File: src/hdl/edr_pkg.sv
// Package with the shared types and constants of the distance row engine.
`timescale 1ns / 1ps

package edr_pkg;

    localparam int MAX_CLIENTS = 64;
    localparam int IDX_W       = 6;
    localparam int CNT_W       = 7;
    localparam int COORD_W     = 16;
    localparam int SQ_W        = 2 * COORD_W;
    localparam int SUM_W       = SQ_W + 1;
    localparam int OUT_W       = 33;
    localparam int ROOT_W      = 33;
    localparam int RAD_W       = 2 * ROOT_W;
    localparam int REM_W       = ROOT_W + 4;
    localparam int SQRT_STAGES = ROOT_W;
    localparam int QUOT_W      = 65;
    localparam int DIV_STAGES  = QUOT_W;
    localparam int DREM_W      = SUM_W + 1;

    localparam logic MODE_WRITE = 1'b0;
    localparam logic MODE_ROW   = 1'b1;

    typedef struct packed {
        logic               mode;
        logic [IDX_W-1:0]   client_index;
        logic [COORD_W-1:0] coord_x;
        logic [COORD_W-1:0] coord_y;
    } item_t;

    typedef struct packed {
        logic [IDX_W-1:0] dest_index;
        logic [OUT_W-1:0] distance;
        logic [OUT_W-1:0] visibility;
        logic             last;
    } result_t;

    // Information that rides along with one row entry through the arithmetic units.
    typedef struct packed {
        logic [IDX_W-1:0] dest_index;
        logic             last;
        logic             zero;
        logic [OUT_W-1:0] aux;
    } side_t;

endpackage

File: src/hdl/edr_coord_ram.sv
// Coordinate store: one write port and one registered read port.
`timescale 1ns / 1ps

module edr_coord_ram
    import edr_pkg::*;
(
    input  logic                 clk,
    input  logic                 we,
    input  logic [IDX_W-1:0]     waddr,
    input  logic [SQ_W-1:0]      wdata,
    input  logic [IDX_W-1:0]     raddr,
    output logic [SQ_W-1:0]      rdata
);

    logic [SQ_W-1:0] mem [MAX_CLIENTS];
    logic [SQ_W-1:0] rdata_reg;

    always_ff @(posedge clk)
    begin
        if (we)
        begin
            mem[waddr] <= wdata;
        end
        rdata_reg <= mem[raddr];
    end

    assign rdata = rdata_reg;

endmodule

File: config.mk
export PLATFORM = sky130hd
export DESIGN_NAME = edr_coord_ram
export DESIGN_NICKNAME = d
export VERILOG_FILES = /design/src/hdl/edr_pkg.sv /design/src/hdl/edr_coord_ram.sv
export SDC_FILE = /design/constraint.sdc
export NUM_CORES = 2
export LEC_CHECK = 0
export BUFFER_PORTS_ARGS = -buffer_cell sky130_fd_sc_hd__buf_4
export CAP_MARGIN = 10
export CORE_UTILIZATION = 30
export DETAILED_ROUTE_END_ITERATION = 8
export SLEW_MARGIN = 15
export SYNTH_ARGS = -nofsm -noshare
export SYNTH_HDL_FRONTEND = slang
export SYNTH_SLANG_ARGS = --single-unit
File: constraint.sdc
create_clock -name clk -period 4.1 [get_ports clk]
set_input_delay 0.82 -clock clk [delete_from_list [all_inputs] [get_ports clk]]
set_output_delay 0.82 -clock clk [all_outputs]
set_load 0.05 [all_outputs]
### Yosys cells after proc, flatten, opt, wreduce, memory -nomap -nowiden

Memory sizes are Yosys's and may differ from the RTL's. A register that Yosys moved wholly into a read port is not among the register bits.
Cells that the tools add are included.

| word-level totals | value |
|---|---|
| RAM bits | 2048 |
| input bits | 46 |
| output and inout port bits | 32 |
| word-level logic and storage cells | 3 |
| bits in registers | 0 |
| memories kept | 1 |

| operators by class | value |
|---|---|
| multiplexer cells | 2 |

Memory list:

| name | words | width | rd ports | clocked after memory_dff | wr ports | RTL line | RTL |
|---|---|---|---|---|---|---|---|
| mem | 64 | 32 | 1 | 1 | 1 | edr_coord_ram.sv:15 | `logic [SQ_W-1:0] mem [MAX_CLIENTS];` |

Operators by type and width:

| cell | number |
|---|---|
| $mux 1 | 2 |

### Depth between registers and ports, before layout

| depth | value |
|---|---|
| depth in word-level cells | 2 |
| mapped depth | 10 |

### Worst setup path before layout

No wires, ideal clock.

| timing path | value |
|---|---|
| path type | input-to-reg |
| from | in waddr[3] |
| to | mem mem[48][0] (netlist bit) (enable) |
| data arrival time | 3519 ps |
| stages | 4 |
| path slack | 120 ps |
| buffers on the path | 1 |
| library setup time | 461 ps |
| cells stage by stage | clkbuf_1 > nor2b_1 > nand4b_1 > nor3_1 |

RTL lines:

| item | RTL line | RTL |
|---|---|---|
| start, declared | edr_coord_ram.sv:9 | `input logic [IDX_W-1:0] waddr,` |
| end, declared | edr_coord_ram.sv:15 |  |

Straight into the memory's write port.

==> results.md <==
- Status: finished, final reports clean
- # setup viols final: 0
- Post-Synth Simple-Gate Area: 0.01265
- Syn nets: 3370
- CTS Buffer Depth: 3
- Port bufs: 77
- Combinational fraction of design power: 0.052
- Least-Margin Pin Slew: 0.9141 ns
- P_leak: 28.28 nW
- Crit path buffers/inverters: 2
- Fin Clk Skew: 0.05935 ns
- Crit end category: flop
- Util after Layout: 0.3545
- CTS H-tree lvls: 4
- CTS Buf Count: 206
- Setup WS post-layout: 1.226 ns
- Yosys warns: 0
- CTS tree: yes
- Sequential power share: 0.528
- Detailed placement HPWL: 115700 um
- Final wirelength: 202500 um
- Max-slew violation count: 0
- Later-pin clock latency in the skew report: 0.87 ns
- Min Clock Period, post-route: 2.874 ns
- Internal power: 35.13 mW
- R2r setup slk: 1.76 ns
- Overflow after GRT: 0
- Largest family of logic cells by synthesized area: multiplexers
- Pre-CTS setup slack: 0.3196 ns
- WL per Instance: 27.71 um
- Post-synth top area share: 0.7833
- Setup Buffers After CTS: 0
- Net Sw Frac: 0.2156
- Clock sinks: 2080
- Critical Path, Cell by Cell: buf_8, buf_12, mux4_2, mux4_2, o22ai_1, nor2_1
- CP Class: in -> reg
- RSZ-0062 raised after global routing: no
- Vias per cell: 5.040
- Worst R2R Start: mem[10][29]
- Die area: 0.2638 sq mm
- Max reg flops: 2048
- Synth Cell Area: 0.07852 sq mm
- Largest stage delay, worst path: 0.56 ns
- Origin of the worst setup path: raddr[1]
- Final nets: 3676
- First-pass GRT wire length: 286900 um
- Vias: 36830
- Clock power frac: 0.419
- Power Dens Cells: 486.0 mW/mm^2
- Initial Util: 0.3020
- Crit path to: rdata[29]
- Die height: 513.6 um
- Post-cts hold buffer count: 0
- Critical path's slowest cell: o22ai_1
- Worst path top cell family by delay: buffers and inverters
- Peak VDD IR: 0.3720 mV
- Synthesized area per cell: 23.62 sq um
- Cells on worst reg2reg path: 4
- Dpl cells: 6918
- Largest area contributor in the netlist: edfxtp_1
- Sequential share of the synthesized area: 0.7914
- Rel. slew slack: 0.3888
- IO Count: 78
- GPL Wtd Cong: 0.7839
- Synth Register Bits: 2080
- Pwr Total: 44.78 mW
- Worst Path Required: 4.79 ns
- Post-Synth Adder-Cell Area: 0
- Row count: 187
- Final hold violations: 0
- Worst EP arrival: 3.56 ns
- Antenna violations before repair: 12
- CTS root buffer: clkbuf_16
- Crit-path most repeated cell: mux4_2
- Hold/Removal Path Class: in -> reg
- Post-route ant nets: 0
- Iter 0 DRT Violations: 3597
- Finished Layout Cells: 7307
- Layout cells sized above 1: 0.3124
- Setup TNS Final: 0 ns
- Cell count after synthesis: 3324
- CP Max Fanout: 71
- Max_cap viols: 0
- NetSw: 9.652 mW
- WP depth: 6
- Max Clock Freq: 347.9 MHz
- Initial DRT Pass Iterations: 6
- Vias in the first global route: 37840
- Resized cells post-CTS: 0
- Total track usage: 0.1528
- DRC Markers: 0
- CTS clk-pin slew, worst paths: 0.06 ns
- Core area: 0.2599 sq mm
- Mux cell area share after synthesis: 0.1679
- Synth top area cells: edfxtp_1 78%, mux4_2 16%, mux2i_1 1.2%
- Chip width: 513.6 um
- Startpoint Class: input port
- Post-Synth XOR/XNOR Area: 0
- Layout area overhead: 17.35%
- Yosys cell types: 34
- Largest net degree at the start of global routing: 72
- Worst r2r dst: rdata[29]
- Compound-Gate Fraction of Synth Area: 0.01673
- Final period utilization: 0.7010
## worst min path at each step
stage | start | end | cells after the start
after floorplan | mem[12][17] | rdata[17] | 4
after global placement | mem[28][4] | rdata[4] | 4
after detailed placement | mem[28][4] | rdata[4] | 4
after CTS | raddr[4] | rdata[31] | 3
after global routing | raddr[4] | rdata[31] | 3
final | raddr[4] | rdata[31] | 3
## cells by family after synthesis
| kind of cell | Yosys count |
|---|---|
| AO/OA/AOI/OAI | 202 |
| buffers and inverters | 182 |
| flip-flops | 2080 |
| multiplexers | 637 |
| AND/OR/NAND/NOR | 223 |
## final cells by class
type / instances / area (sq um)
Multi-Input combinational cell: 1062 / 15970
Timing Repair Buffer: 280 / 2841
Antenna cell: 5 / 12.51
Tap cell: 3496 / 4374
Clock inverter: 115 / 1269
Fill cell: 23670 / 167800
Clock buffer: 269 / 5534
Sequential cell: 2080 / 62140
## cell usage after synthesis
cell type / number
a22oi_1: 12
or2_2: 1
a31oi_1: 1
or3_1: 3
buf_6: 5
buf_1: 21
nand3_1: 5
clkbuf_1: 74
or3b_1: 2
o221ai_1: 27
a41o_1: 4
nor2_1: 137
buf_2: 57
dfxtp_1: 32
or3b_2: 3
mux4_2: 544
nor3_1: 7
and2_1: 2
nand3b_1: 5
nand2b_1: 8
a311oi_1: 8
o22ai_1: 84
and3_1: 4
nand4_1: 2
or2_1: 1
nand4b_1: 1
or2_0: 1
nor2b_1: 15
mux2i_1: 93
a21oi_1: 62
buf_4: 25
edfxtp_1: 2048
o32ai_1: 4
nand2_1: 26
## worst register-to-register path: cells and delay by family (launching register included)
family / cells / cell delay (ns)
AO/OA/AOI/OAI: 1 / 0.56
AND/OR/NAND/NOR: 1 / 0.24
multiplexers: 2 / 0.98
flip-flops: 1 / 0.37
## layout by cell type (no fill, tap or decap), drive strengths merged, types with 3 or more instances in the layout
cell	instances
inv	5
a21oi	62
a311oi	8
edfxtp	2048
bufinv	18
or2	3
o32ai	4
a22oi	12
a41o	4
and3	4
clkinvlp	4
nor3	7
nand2	26
dfxtp	32
or3	3
nand3	5
or3b	5
mux2i	93
nor2b	15
diode	5
nand3b	5
nor2	137
clkbuf	269
o22ai	84
mux4	544
buf	280
clkinv	88
nand2b	8
o221ai	27
## power groups by stage
stage,logic [mW],clock network (mW),registers [mW]
2_1_floorplan,1.14,0,24.2
3_3_place_gp,2.36,0,24.1
3_5_place_dp,2.39,0,24.1
4_1_cts,2.39,19.1,23.7
5_1_grt,2.48,19.9,23.7
6_report,2.35,18.8,23.7
## per-stage QoR
step / cell area, sq um / hold WS, ns
floorplan: 78520 / 0.6632
global placement: 85320 / 0.7024
detailed placement: 85320 / 0.7302
CTS: 92130 / 0.4128
global route: 92130 / 0.4323
finish: 92140 / 0.4430
## layer usage
metal / vias to the layer above / global-route usage / routed length [um]
met5: - / 0 / 32
met1: 20240 / 0.2067 / 83820
met2: 1399 / 0.2525 / 100100
li1: 14900 / - / -
met4: 6 / 0.04469 / 5083
met3: 283 / 0.02554 / 13420
No activity file was read; power rests on OpenSTA's default activity.
